--- config.mk ---
export PLATFORM = sky130hd
export DESIGN_NAME = rnad_queue
export DESIGN_NICKNAME = d
export VERILOG_FILES = /design/src/hdl/rnad_pkg.sv /design/src/hdl/rnad_queue.sv
export SDC_FILE = /design/constraint.sdc
export NUM_CORES = 1
export LEC_CHECK = 0
export ABC_AREA = 1
export BUFFER_PORTS_ARGS = -buffer_cell sky130_fd_sc_hd__buf_2
export CORE_MARGIN = 3
export CORE_UTILIZATION = 40
export CTS_CLUSTER_SIZE = 12
export DETAILED_ROUTE_END_ITERATION = 7
export PLACE_DENSITY = 0.6
export SLEW_MARGIN = 20
export SYNTH_ARGS = -nofsm -noshare
export SYNTH_HDL_FRONTEND = slang
export SYNTH_SLANG_ARGS = --single-unit
--- constraint.sdc ---
create_clock -name i_clk -period 7.8 [get_ports i_clk]
set_clock_uncertainty 0.2 [all_clocks]
set_input_delay 0.78 -clock i_clk [delete_from_list [all_inputs] [get_ports i_clk]]
set_output_delay 0.78 -clock i_clk [all_outputs]
set_load 0.03 [all_outputs]
--- src/hdl/rnad_pkg.sv ---
package rnad_pkg;

    // default geometry limits and queue size
    localparam int DEF_MAX_WIDTH   = 1024;
    localparam int DEF_MAX_HEIGHT  = 4096;
    localparam int DEF_QUEUE_DEPTH = 4;

    // pixel and arithmetic widths
    localparam int PIX_W       = 24;
    localparam int CHAN_W      = 8;
    localparam int SUM_W       = 11;   // 8 taps * 255
    localparam int CNT_W       = 4;    // 0..8 taps
    localparam int RECIP_W     = 15;
    localparam int RECIP_SHIFT = 14;
    localparam int PROD_W      = SUM_W + RECIP_W;

    // window layout: index = column * 3 + row, column 0 is the oldest
    localparam int WIN_TAPS   = 9;
    localparam int WIN_SIDE   = 3;
    localparam int WIN_CENTRE = 4;

    // register file
    localparam int APB_DATA_W = 32;
    localparam int PADDR_W    = 4;
    localparam int REG_IDX_W  = 2;
    localparam int BG_REG_W   = 24;
    localparam int FW_REG_W   = 11;
    localparam int FH_REG_W   = 13;

    localparam logic [REG_IDX_W-1:0] REG_BACKGROUND = 2'd0;
    localparam logic [REG_IDX_W-1:0] REG_WIDTH      = 2'd1;
    localparam logic [REG_IDX_W-1:0] REG_HEIGHT     = 2'd2;

    // request type of an input transfer
    localparam logic REQ_PIXEL = 1'b0;

    typedef logic [PIX_W-1:0] t_pixel;

    typedef struct packed {
        logic left_ok;
        logic right_ok;
        logic up_ok;
        logic down_ok;
        logic eof;
    } t_edges;

    typedef struct packed {
        t_pixel [WIN_TAPS-1:0] win;
        t_edges                edges;
    } t_job;

    typedef struct packed {
        logic [FW_REG_W-1:0] width;
        logic [FH_REG_W-1:0] height;
        logic                restart;
    } t_geom;

    // ceil(2^RECIP_SHIFT / cnt); exact floor division for sums below 2^SUM_W
    function automatic logic [RECIP_W-1:0] recip(input logic [CNT_W-1:0] cnt);
        logic [RECIP_W-1:0] m;
        case (cnt)
            4'd1:    m = 15'd16384;
            4'd2:    m = 15'd8192;
            4'd3:    m = 15'd5462;
            4'd4:    m = 15'd4096;
            4'd5:    m = 15'd3277;
            4'd6:    m = 15'd2731;
            4'd7:    m = 15'd2341;
            4'd8:    m = 15'd2048;
            default: m = '0;
        endcase
        return m;
    endfunction

endpackage

--- src/hdl/rnad_queue.sv ---
module rnad_queue #(
    parameter int DEPTH = rnad_pkg::DEF_QUEUE_DEPTH
) (
    input  logic                       i_clk,
    input  logic                       i_rst_n,
    input  logic                       i_push,
    input  rnad_pkg::t_job             i_data,
    input  logic                       i_pop,
    output rnad_pkg::t_job             o_head,
    output logic [$clog2(DEPTH+1)-1:0] o_count
);

    localparam int PW = $clog2(DEPTH);
    localparam int QW = $clog2(DEPTH+1);

    rnad_pkg::t_job r_mem [DEPTH];
    logic [PW-1:0]  r_wp, n_wp;
    logic [PW-1:0]  r_rp, n_rp;
    logic [QW-1:0]  r_cnt, n_cnt;

    always_comb begin
        n_wp  = r_wp;
        n_rp  = r_rp;
        n_cnt = r_cnt;
        if (i_push) begin
            n_wp = (r_wp == PW'(DEPTH-1)) ? '0 : r_wp + PW'(1);
        end
        if (i_pop) begin
            n_rp = (r_rp == PW'(DEPTH-1)) ? '0 : r_rp + PW'(1);
        end
        if (i_push && !i_pop) begin
            n_cnt = r_cnt + QW'(1);
        end else if (!i_push && i_pop) begin
            n_cnt = r_cnt - QW'(1);
        end
    end

    always_ff @(posedge i_clk) begin
        if (!i_rst_n) begin
            r_wp  <= '0;
            r_rp  <= '0;
            r_cnt <= '0;
        end else begin
            r_wp  <= n_wp;
            r_rp  <= n_rp;
            r_cnt <= n_cnt;
        end
    end

    always_ff @(posedge i_clk) begin
        if (i_push) begin
            r_mem[r_wp] <= i_data;
        end
    end

    assign o_head  = r_mem[r_rp];
    assign o_count = r_cnt;

endmodule

==> parameters.txt <==
Parameter                              Value

Timing
  Maximum frequency from static timing analysis ... a little over 200 MHz
  Part of the cycle the worst path needs ... 0.634
  Final hold violation count ... 0
  Slew at the pin closest to its max-slew limit ... 1.04 ns
  Final setup margin ... approximately 2.9 ns
  Unrepaired setup endpoints after global routing ... false
  Max Slew Vio Count ... 0
  Worst max-slew margin expressed relative to the limit ... 0.305
  Final Setup Violations ... 0
  Total Negative Setup Slacks ... 0 ns
  Worst hold slack ... 0.155 ns
  Final Critical Period ... around 4.9 ns

Detailed routing
  Average wire per cell in the routed design ... 21.2 um
  Length of the first detailed-routing pass in iterations ... 5
  DRC ... 0
  Count of antenna-violating nets left after detailed routing ... 0
  Iteration-0 DRC count of the detailed router ... 1,469
  Detailed-route via count ... between 15,000 and 20,000
  Via density ... ~5.3
  Total wirelength of the detailed-routed design ... 79,700 um

Logic synthesis
  Count of different cell masters after synthesis ... 22
  Area share of xor/xnor cells in the synthesized design ... 0.000265
  Cell Area, Synth ... 0.0330 mm2
  Mux share of post-synthesis cell area ... 0
  Combinational family with the most area after synthesis ... compound AO/OA/AOI/OAI gates
  Synthesized-area fraction occupied by and/or/nand/nor cells ... 0.0527
  Synthesized-area fraction occupied by ao, oa, aoi and oai cells ... 0.110
  Synthesized area divided by synthesized cell count ... 15.1 um2
  Fraction of the yosys area taken by sequential cells ... 0.809
  Synthesized flop and latch total ... 893
  Net count after synthesis ... roughly 2,400
  Gate count after technology mapping ... 2,193
  YS warnings ... 0
  Fraction of the mapped netlist area in adder cells ... 0.00288

Critical path
  Highest net fanout along the worst path ... 100
  Worst path required time ... between 6 and 7 ns
  Crit. End Element ... output pin
  Type of the worst setup path ... register to output pin
  Reg2Reg Setup Slack ... 4.87 ns
  Data arrival at the endpoint of the critical path ... slightly below 4 ns
  Sort of element at the start of the critical path ... register

Clocking
  CTS clock-pin slew for the worst setup and hold paths ... ~0.06 ns
  Post-CTS setup buffer count ... 0
  Hold Buf Count CTS ... 0
  Clock latency reported for the late side of the worst-skew pair ... between 0.6 and 0.7 ns
  Inserted Clock Buffers ... 93
  Clock tree from TritonCTS ... built
  H-Tree Depth ... 3
  Longest Clk Path Bufs ... 3
  Clock root buffer master ... clkbuf_16
  Number of clock sinks ... slightly below 900
  Number of cells upsized or downsized after cts ... 0

Run
  Max-Cap Viols ... 0

Floorplanning
  Die height ... between 200 and 300 um
  FP Rows ... approximately 100
  Core Box Area ... just over 0.08 mm2
  Initial Utilization ... 0.407
  Die Width ... between 200 and 300 um
  DIE AREA ... 0.0861 mm2
  Total I/O pin count ... 449

Global routing
  Antenna violations before repair ... 37
  First-pass GRT wire length ... between 100,000 and 150,000 um
  GRT Resource Usage Total ... 0.178
  Maximum number of pins on one net before global-route repair ... slightly above 200
  Grt ovf ... 0
  Via count of the first global-routing pass ... 19,800

Layout
  Fraction of layout instances using a drive strength above 1 ... 0.221
  Area grow syn2layout ... 18.1%
  Share of the core filled with cells ... 0.480
  Post-layout nets ... approximately 2,800

Pwr
  Static leakage ... 13.4 nW
  Largest voltage drop on the vdd net ... ~0.17 mV
  Power density cells ... approximately 280 mW/mm2

Placed design
  Half-perimeter wire length after placement ... between 40,000 and 50,000 um
  Global placement routability congestion ... 0.748
  Worst slack after detailed placement ... 3.54 ns
  Count of input and output buffers ... 448

Run status
  Run status ... finished, final reports clean

Min path
  Worst min-delay path category ... input pin to register
[layout by cell type, fill, tap and decap left out, types with 7 or more instances in the layout]
cell,Yosys,layout
o22ai_1,221,221
clkbuf_1,49,30
clkbuf_16,0,95
inv_1,14,10
clkinv_2,0,10
dfxtp_1,9,7
buf_2,58,448
edfxtp_1,884,884
nand2_1,8,8
o21ai_1,96,96
nor2_1,450,450
clkinv_1,0,10
buf_4,15,9
diode_2,0,31
o21ai_0,349,349
[state kept, by name, summed over array words and instances (netlist names), named ones only]
signal / count
r_wp: 2
r_mem: 884
r_rp: 2
o_count: 3
[worst max-delay path, cell delays in order (launching register included)]
cell and delay [ns]:
dfxtp_4 0.72, buf_4 0.87, buf_4 0.86, o21ai_0 0.24, o22ai_1 0.27, buf_2 0.25
[report_power, final]
part	switching [W]	internal (W)	total, W
Sequential	0.0000606	0.00550	0.00556
Combinational	0.000950	0.000313	0.00126
Clock	0.00174	0.00244	0.00418
Total	0.00275	0.00825	0.0110
[final timing paths]
check	startpoint	endpoint	cells past startpoint
min	i_data[139]	r_mem[3][139]	1
max	register	o_head[43]	5
max reg2reg	r_wp[0]	r_mem[3][90]	4
min reg2reg	o_count[2]	o_count[2]	4
[cells by family after synthesis]
logic type                 Yosys count
DFF                                893
AOI/OAI and AO/OA                  669
and+or+nand+nor                    462
buffers and inverters              161
adders and majority gates            7
xor gates and xnor gates             1
[per-stage QoR]
stage,instance area [um2],std cells,total power (W)
CTS,38900,3728,0.0111
global placement,36000,3570,0.00690
detailed placement,36000,3570,0.00694
global route,39000,3751,0.0114
finish,39000,3760,0.0110
floorplan,33000,2193,0.00648
[per-layer routing]
metal,routed length [um],part of all wire,vias up,GRT usage
met2,39900,0.50,593,0.295
met1,31700,0.40,9994,0.222
met4,2680,0.034,14,0.0851
li1,-,-,9198,-
met3,5300,0.066,140,0.0421
met5,92,0.0012,-,0
[synthesized netlist by cell type]
library cell / number / share of area
nand4_1: 1 / 0.00019
buf_2: 58 / 0.0088
buf_6: 13 / 0.0044
inv_4: 1 / 0.00019
edfxtp_1: 884 / 0.80
a21oi_1: 3 / 0.00045
nand3_1: 1 / 0.00015
clkbuf_1: 49 / 0.0056
ha_1: 6 / 0.0023
nor3_1: 2 / 0.00030
o21ai_0: 349 / 0.053
nor2_1: 450 / 0.051
o21ai_1: 96 / 0.015
xor2_1: 1 / 0.00027
inv_2: 1 / 0.00011
fa_1: 1 / 0.00061
inv_1: 14 / 0.0016
o22ai_1: 221 / 0.042
dfxtp_1: 9 / 0.0055
clkbuf_2: 10 / 0.0015
buf_4: 15 / 0.0034
nand2_1: 8 / 0.00091
[layout make-up]
class                           count  area [um2]
Timing Repair Buffer              463        2440
Clock buffer                      125        2490
Tap cell                         1060        1330
Sequential cell                   893       26700
Clock inverter                     33         374
Inverter                           16         108
Fill cell                        6977       42200
Antenna cell                       31        77.6
Multi-Input combinational cell   1139        5470
Note: power is estimated with default switching activity, not from simulation.
