<file path="src/hdl/rnad_pkg.sv">
package rnad_pkg;

    // default geometry limits and queue size
    localparam int DEF_MAX_WIDTH   = 1024;
    localparam int DEF_MAX_HEIGHT  = 4096;
    localparam int DEF_QUEUE_DEPTH = 4;

    // pixel and arithmetic widths
    localparam int PIX_W       = 24;
    localparam int CHAN_W      = 8;
    localparam int SUM_W       = 11;   // 8 taps * 255
    localparam int CNT_W       = 4;    // 0..8 taps
    localparam int RECIP_W     = 15;
    localparam int RECIP_SHIFT = 14;
    localparam int PROD_W      = SUM_W + RECIP_W;

    // window layout: index = column * 3 + row, column 0 is the oldest
    localparam int WIN_TAPS   = 9;
    localparam int WIN_SIDE   = 3;
    localparam int WIN_CENTRE = 4;

    // register file
    localparam int APB_DATA_W = 32;
    localparam int PADDR_W    = 4;
    localparam int REG_IDX_W  = 2;
    localparam int BG_REG_W   = 24;
    localparam int FW_REG_W   = 11;
    localparam int FH_REG_W   = 13;

    localparam logic [REG_IDX_W-1:0] REG_BACKGROUND = 2'd0;
    localparam logic [REG_IDX_W-1:0] REG_WIDTH      = 2'd1;
    localparam logic [REG_IDX_W-1:0] REG_HEIGHT     = 2'd2;

    // request type of an input transfer
    localparam logic REQ_PIXEL = 1'b0;

    typedef logic [PIX_W-1:0] t_pixel;

    typedef struct packed {
        logic left_ok;
        logic right_ok;
        logic up_ok;
        logic down_ok;
        logic eof;
    } t_edges;

    typedef struct packed {
        t_pixel [WIN_TAPS-1:0] win;
        t_edges                edges;
    } t_job;

    typedef struct packed {
        logic [FW_REG_W-1:0] width;
        logic [FH_REG_W-1:0] height;
        logic                restart;
    } t_geom;

    // ceil(2^RECIP_SHIFT / cnt); exact floor division for sums below 2^SUM_W
    function automatic logic [RECIP_W-1:0] recip(input logic [CNT_W-1:0] cnt);
        logic [RECIP_W-1:0] m;
        case (cnt)
            4'd1:    m = 15'd16384;
            4'd2:    m = 15'd8192;
            4'd3:    m = 15'd5462;
            4'd4:    m = 15'd4096;
            4'd5:    m = 15'd3277;
            4'd6:    m = 15'd2731;
            4'd7:    m = 15'd2341;
            4'd8:    m = 15'd2048;
            default: m = '0;
        endcase
        return m;
    endfunction

endpackage

</file>
<file path="src/hdl/rnad_ifs.sv">


interface rnad_pix_out_if;
    logic       valid;
    logic       ready;
    logic [7:0] red_out;
    logic [7:0] green_out;
    logic [7:0] blue_out;
    logic       end_of_frame;

    modport source (output valid, red_out, green_out, blue_out, end_of_frame, input ready);
    modport sink   (input valid, red_out, green_out, blue_out, end_of_frame, output ready);
endinterface

</file>
<file path="src/hdl/rnad_back.sv">
module rnad_back (
    input  logic                               i_clk,
    input  logic                               i_rst_n,
    input  logic                               i_q_valid,
    input  rnad_pkg::t_job                     i_head,
    input  logic [rnad_pkg::BG_REG_W-1:0]      i_bg,
    output logic                               o_pop,
    rnad_pix_out_if.source                     o_pix
);

    localparam int SW = rnad_pkg::SUM_W;
    localparam int KW = rnad_pkg::CNT_W;
    localparam int PW = rnad_pkg::PROD_W;
    localparam int CH = rnad_pkg::CHAN_W;
    localparam int SH = rnad_pkg::RECIP_SHIFT;

    logic adv;

    logic             r_b1_valid;
    logic [SW-1:0]    r_b1_sum_r, r_b1_sum_g, r_b1_sum_b;
    logic [KW-1:0]    r_b1_cnt;
    rnad_pkg::t_pixel r_b1_centre;
    logic             r_b1_eof;

    logic             r_b2_valid;
    logic [PW-1:0]    r_b2_prod_r, r_b2_prod_g, r_b2_prod_b;
    logic             r_b2_has;
    rnad_pkg::t_pixel r_b2_centre;
    logic             r_b2_eof;

    logic             r_out_valid;
    logic [CH-1:0]    r_red, r_green, r_blue;
    logic             r_eof;

    logic [SW-1:0]    n_sum_r, n_sum_g, n_sum_b;
    logic [KW-1:0]    n_cnt;
    logic [PW-1:0]    mult;
    rnad_pkg::t_pixel tap;
    logic             tap_on;

    assign adv   = !r_out_valid || o_pix.ready;
    assign o_pop = adv && i_q_valid;
    assign mult  = PW'(rnad_pkg::recip(r_b1_cnt));

    // gather the in-frame, non-background neighbours
    always_comb begin
        n_sum_r = '0;
        n_sum_g = '0;
        n_sum_b = '0;
        n_cnt   = '0;
        tap     = '0;
        tap_on  = 1'b0;
        for (int c = 0; c < rnad_pkg::WIN_SIDE; c++) begin
            for (int r = 0; r < rnad_pkg::WIN_SIDE; r++) begin
                tap    = i_head.win[c * rnad_pkg::WIN_SIDE + r];
                tap_on = (c * rnad_pkg::WIN_SIDE + r != rnad_pkg::WIN_CENTRE)
                      && ((c != 0) || i_head.edges.left_ok)
                      && ((c != 2) || i_head.edges.right_ok)
                      && ((r != 0) || i_head.edges.up_ok)
                      && ((r != 2) || i_head.edges.down_ok)
                      && (tap != i_bg);
                if (tap_on) begin
                    n_sum_r = n_sum_r + SW'(tap[23:16]);
                    n_sum_g = n_sum_g + SW'(tap[15:8]);
                    n_sum_b = n_sum_b + SW'(tap[7:0]);
                    n_cnt   = n_cnt + KW'(1);
                end
            end
        end
    end

    always_ff @(posedge i_clk) begin
        if (!i_rst_n) begin
            r_b1_valid  <= 1'b0;
            r_b2_valid  <= 1'b0;
            r_out_valid <= 1'b0;
        end else if (adv) begin
            r_b1_valid  <= i_q_valid;
            r_b2_valid  <= r_b1_valid;
            r_out_valid <= r_b2_valid;
        end
    end

    always_ff @(posedge i_clk) begin
        if (adv) begin
            r_b1_sum_r  <= n_sum_r;
            r_b1_sum_g  <= n_sum_g;
            r_b1_sum_b  <= n_sum_b;
            r_b1_cnt    <= n_cnt;
            r_b1_centre <= i_head.win[rnad_pkg::WIN_CENTRE];
            r_b1_eof    <= i_head.edges.eof;

            // mean by reciprocal multiply
            r_b2_prod_r <= PW'(r_b1_sum_r) * mult;
            r_b2_prod_g <= PW'(r_b1_sum_g) * mult;
            r_b2_prod_b <= PW'(r_b1_sum_b) * mult;
            r_b2_has    <= r_b1_cnt != '0;
            r_b2_centre <= r_b1_centre;
            r_b2_eof    <= r_b1_eof;

            r_red   <= r_b2_has ? r_b2_prod_r[SH +: CH] : r_b2_centre[23:16];
            r_green <= r_b2_has ? r_b2_prod_g[SH +: CH] : r_b2_centre[15:8];
            r_blue  <= r_b2_has ? r_b2_prod_b[SH +: CH] : r_b2_centre[7:0];
            r_eof   <= r_b2_eof;
        end
    end

    assign o_pix.valid        = r_out_valid;
    assign o_pix.red_out      = r_red;
    assign o_pix.green_out    = r_green;
    assign o_pix.blue_out     = r_blue;
    assign o_pix.end_of_frame = r_eof;

endmodule

</file>
<file path="src/flat_wrapper.sv">
// flat-port wrapper written by rule: the top's interface ports become plain ports
module rnad_back_flat 
  (i_clk, i_rst_n, i_q_valid, i_head, i_bg, o_pop, o_pix_valid, o_pix_red_out, o_pix_green_out, o_pix_blue_out, o_pix_end_of_frame, o_pix_ready);
  rnad_pix_out_if o_pix_i ();
  input  logic i_clk;
  input  logic i_rst_n;
  input  logic i_q_valid;
  input  rnad_pkg::t_job i_head;
  input  logic [rnad_pkg::BG_REG_W-1:0] i_bg;
  output logic o_pop;
  output wire logic [$bits(o_pix_i.valid)-1:0] o_pix_valid;
  output wire logic [$bits(o_pix_i.red_out)-1:0] o_pix_red_out;
  output wire logic [$bits(o_pix_i.green_out)-1:0] o_pix_green_out;
  output wire logic [$bits(o_pix_i.blue_out)-1:0] o_pix_blue_out;
  output wire logic [$bits(o_pix_i.end_of_frame)-1:0] o_pix_end_of_frame;
  input wire logic [$bits(o_pix_i.ready)-1:0] o_pix_ready;
  assign o_pix_valid = o_pix_i.valid;
  assign o_pix_red_out = o_pix_i.red_out;
  assign o_pix_green_out = o_pix_i.green_out;
  assign o_pix_blue_out = o_pix_i.blue_out;
  assign o_pix_end_of_frame = o_pix_i.end_of_frame;
  assign o_pix_i.ready = o_pix_ready;
  rnad_back u_core (.i_clk(i_clk), .i_rst_n(i_rst_n), .i_q_valid(i_q_valid), .i_head(i_head), .i_bg(i_bg), .o_pop(o_pop), .o_pix(o_pix_i));
endmodule
</file>
<file path="config.mk">
export PLATFORM = sky130hd
export DESIGN_NAME = rnad_back_flat
export DESIGN_NICKNAME = d
export VERILOG_FILES = /design/src/hdl/rnad_pkg.sv /design/src/hdl/rnad_ifs.sv /design/src/hdl/rnad_back.sv /design/src/flat_wrapper.sv
export SDC_FILE = /design/constraint.sdc
export NUM_CORES = 2
export LEC_CHECK = 0
export BUFFER_PORTS_ARGS = -buffer_cell sky130_fd_sc_hd__buf_2
export CAP_MARGIN = 20
export CORE_MARGIN = 2
export CORE_UTILIZATION = 60
export DETAILED_ROUTE_END_ITERATION = 8
export GPL_TIMING_DRIVEN = 0
export PLACE_DENSITY = 0.83
export SETUP_SLACK_MARGIN = 0.1
export SYNTH_ARGS = -nofsm -noshare
export SYNTH_HDL_FRONTEND = slang
export SYNTH_SLANG_ARGS = --single-unit
</file>
<file path="constraint.sdc">
create_clock -name i_clk -period 23.1 [get_ports i_clk]
set_input_delay 6.93 -clock i_clk [delete_from_list [all_inputs] [get_ports i_clk]]
set_output_delay 6.93 -clock i_clk [all_outputs]
set_load 0.1 [all_outputs]
</file>
==> summary.md <==
| Metric | Value |
|---|---|
| Number of setup buffers added after CTS | 0 |
| XOR/XNOR Fraction of Synth Area | between 10% and 20% |
| Area grow syn2layout | 8.91% |
| CP Capture Type | flip-flop |
| Vias in the first global route | 27000 |
| Net Sw Power | 0.00263 W |
| GP Congestion | between 1 and 1.5 |
| Int Pwr | ~0.0023 W |
| Crit start category | input pin |
| Mapped Area | between 30000 and 40000 um^2 |
| Fin Setup TNS | 0 ns |
| Fillers | 4046 |
| 1st-iter DRT viols | roughly 2000 |
| Syn. warnings | 0 |
| Synth Register Bits | ~150 |
| Ports | 276 |
| Top post-synthesis cells by count | inv_1 (475), fa_1 (351), nand2_1 (342) |
| DRC viols | 0 |
| Buffers and inverters on the worst path | 4 |
| Comb power frac | between 80% and 90% |
| Hold Crit Depth | 0 |
| Final Net Count | around 4600 |
| Register clock-pin slew on the reported worst setup and hold paths | about 0.070 ns |
| Syn avg cell area | between 9 and 10 um^2 |
| Vias | 26100 |
| Final instance area | 33600 um^2 |
| Sequential Power Share | between 10% and 20% |
| Initial antenna violation count | 24 |
| CP max-delay cell | clkbuf_1 |
| Share of cells above drive strength 1 | about an eighth |
| Post-Syn Nets | around 4300 |
| Endpoints failing hold | 0 |
| Worst hold-check slack | between 0.4 and 0.5 ns |
| Global route total overflow | 0 |
| CTS tree | built |
| Number of synthesized flops with an enable pin | 137 |
| Layout Skew | ~0.020 ns |
| Synth top area share | 22.8% |
| Crit share post-route | roughly 79% |
| Detail Route Antenna Nets | 0 |
| Max incr delay on CP | between 0.5 and 0.6 ns |
| Net Sw Frac | a little over half |
| Hold/Removal Path Class | flip-flop to flip-flop |
| Die height | between 200 and 250 um |
| Final worst path period need | about 18 ns |
| Clock power frac | under 10% |
| Chip width | 231 um |
| Most instantiated library cell after synthesis | inv_1 |
| Power per Cell Area | about 150 nW/um^2 |
| Fmax achieved | 55.1 MHz |
| Synth unique cells | 93 |
| Synth Flop Type | edfxtp_1 |
| Crit-path max FO | 10 |
| Largest net degree at the start of global routing | approximately 90 |
| Buffers on Ports | ~250 |
| Initial Utilization | between 60% and 70% |
| Post-synth ARST share | 0% |
| Die area | approximately 53000 um^2 |
| Area leader, netlist | fa_1 |
| Global-route wire length before repair | between 100000 and 150000 um |
| Setup CP Type | input pin to flip-flop |
| Final Slew Violations | 0 |
| Multiplexer share of the synthesized area | 5.07% |
| Final setup viols | 0 |
| Largest family of logic cells by synthesized area | adder cells |
| Register area share after synthesis | roughly 14% |
| RSZ-0062 raised after global routing | false |
| Vias per inst | ~6.0 |
| Hpwl dp | slightly below 80000 um |
| Placed Area | 32900 um^2 |
| Most frequent CP cell | a21oi_1 |
| Crit path DAT | 18.33 ns |
| Cts hold-fix bufs | 0 |
| Reg2Reg Capture Point | u_core.r_b2_prod_r[21] |
| Worst reg2reg path depth | 18 |
| Wirelength per Cell | between 20 and 25 um |
| Slew headroom | about 29% |
| Maxcap violations | 0 |
| Post-Route WL | 93700 um |
| CTS Buffer Depth | 2 |
| Worst R2R Start | u_core.mult[10] |
| Status | complete, no violations |
| CP delay by family, top | compound AO/OA/AOI/OAI gates |
| Total core area | between 50000 and 60000 um^2 |
| Worst Path Required | approximately 23 ns |
| GRT Util Overall | 35.9% |
| Slew @ Worst Pin | between 1 and 1.5 ns |
| Worst VDD drop | 0.112 mV |
| Flop-to-flop setup slack | about 16 ns |
| H-tree level count | 4 |
| FP Rows | a little over 80 |
| CTS Buf Count | 17 |
| Drt pass-1 iters | 8 |
| Worst Hold End | u_core.r_b2_centre[18] |
| Worst-skew pair later-pin latency | between 0.4 and 0.5 ns |
| Post-synthesis simple-gate area fraction | 14.7% |
| CTS sink count | around 150 |
| CTS-repair resized insts | 0 |
| Post-Synth Adder-Cell Area | 35.4% |
| Syn Inst Count | 3385 |
| Compound-gate portion of the synthesized area | about 12% |
| Root Driver | clkbuf_16 |
| P_leak | roughly 15 nW |
| Ranking of synthesized cells by area | fa_1 (23%), edfxtp_1 (13%), ha_1 (13%), xnor2_1 (6.5%), inv_1 (5.8%) |
| Min-delay src | u_core.r_b1_centre[18] |
## sequential cells by signal (all words and copies together), names as in the netlist, 4 cells and up
name	count
u_core.r_b2_prod_b	8
u_core.r_b2_prod_r	8
u_core.r_b1_sum_g	11
u_core.r_b2_centre	24
u_core.r_b1_sum_b	11
u_core.r_b1_sum_r	11
u_core.o_pix.red_out	8
u_core.o_pix.blue_out	8
u_core.mult	13
u_core.o_pix.green_out	8
u_core.r_b1_centre	24
u_core.r_b1_cnt	4
u_core.r_b2_prod_g	8
## power by group through the flow
stage	Sequential, W	Combinational [W]	Clock (W)
floorplan	0.000677	0.00283	0
global placement	0.000552	0.00381	0
detailed placement	0.000555	0.00396	0
CTS	0.000550	0.00403	0.000289
global route	0.000561	0.00458	0.000300
finish	0.000555	0.00404	0.000288
## metal layers
metal,GRT usage (%),vias to the layer above,part of all wire [%]
met2,59.7,1353,47
met4,28.8,24,9.3
met5,0,-,0.17
met3,9.18,453,9.0
li1,-,11800,-
met1,38.8,12400,35
## worst max-delay path by stage
stage | slack, ns | startpoint | end | depth (start not counted)
after floorplan | 4.69 | o_pix_ready | o_pop | 3
after global placement | 2.90 | o_pix_ready | o_pop | 5
after detailed placement | 4.88 | i_bg[14] | u_core.r_b1_sum_r[10] | 52
after CTS | 5.33 | i_bg[14] | u_core.r_b1_sum_r[10] | 52
after global routing | 4.35 | i_bg[9] | u_core.r_b1_sum_r[10] | 52
final | 4.97 | i_bg[9] | u_core.r_b1_sum_r[10] | 52
## final cells by class
| type | instances | area, um^2 | share of cell area (%) |
|---|---|---|---|
| repair buffers | 252 | 1280 | 3.83 |
| multi-input cells | 2613 | 23900 | 71.2 |
| plain buffers | 139 | 683 | 2.04 |
| inverters | 480 | 1810 | 5.39 |
| clock buffers | 18 | 429 | 1.28 |
| clock inverters | 14 | 150 | 0.448 |
| diodes | 10 | 25.0 | 0.0746 |
| well taps | 680 | 851 | 2.54 |
| flip-flops and latches | 153 | 4430 | 13.2 |
## through the flow
stage | power, W | setup slack [ns] | util (%) | instances
finish | 0.00489 | 4.97 | 65.8 | 4359
global route | 0.00544 | 4.35 | 65.8 | 4351
CTS | 0.00487 | 5.33 | 65.7 | 4349
detailed placement | 0.00452 | 4.88 | 64.6 | 4317
global placement | 0.00436 | 2.90 | 64.5 | 4316
floorplan | 0.00351 | 4.69 | - | 3385
## layout by cell type, fill, tap and decap left out, types with 23 or more instances in the layout
master,instances
fa_1,351
a211oi_1,38
ha_1,311
nor3_1,57
xnor2_1,230
o21ai_0,109
nand4_1,40
a21oi_1,109
nor4_1,23
edfxtp_1,137
mux2_2,93
and2_1,186
clkbuf_1,101
inv_1,475
buf_2,256
o21a_1,66
nor2b_1,37
a21o_1,64
xor2_1,110
nor2_1,131
nand2_1,342
## cell families (layout without fill, tap and decap cells)
group	after synthesis	after routing
AND/OR/NAND/NOR	916	916
other	0	10
AO/OA/AOI/OAI	552	552
flip-flops	153	153
adder cells (fa/ha/maj)	662	662
XOR/XNOR	350	350
multiplexers	133	133
buffers and inverters	619	903
Power figures use the tool's default switching activity.
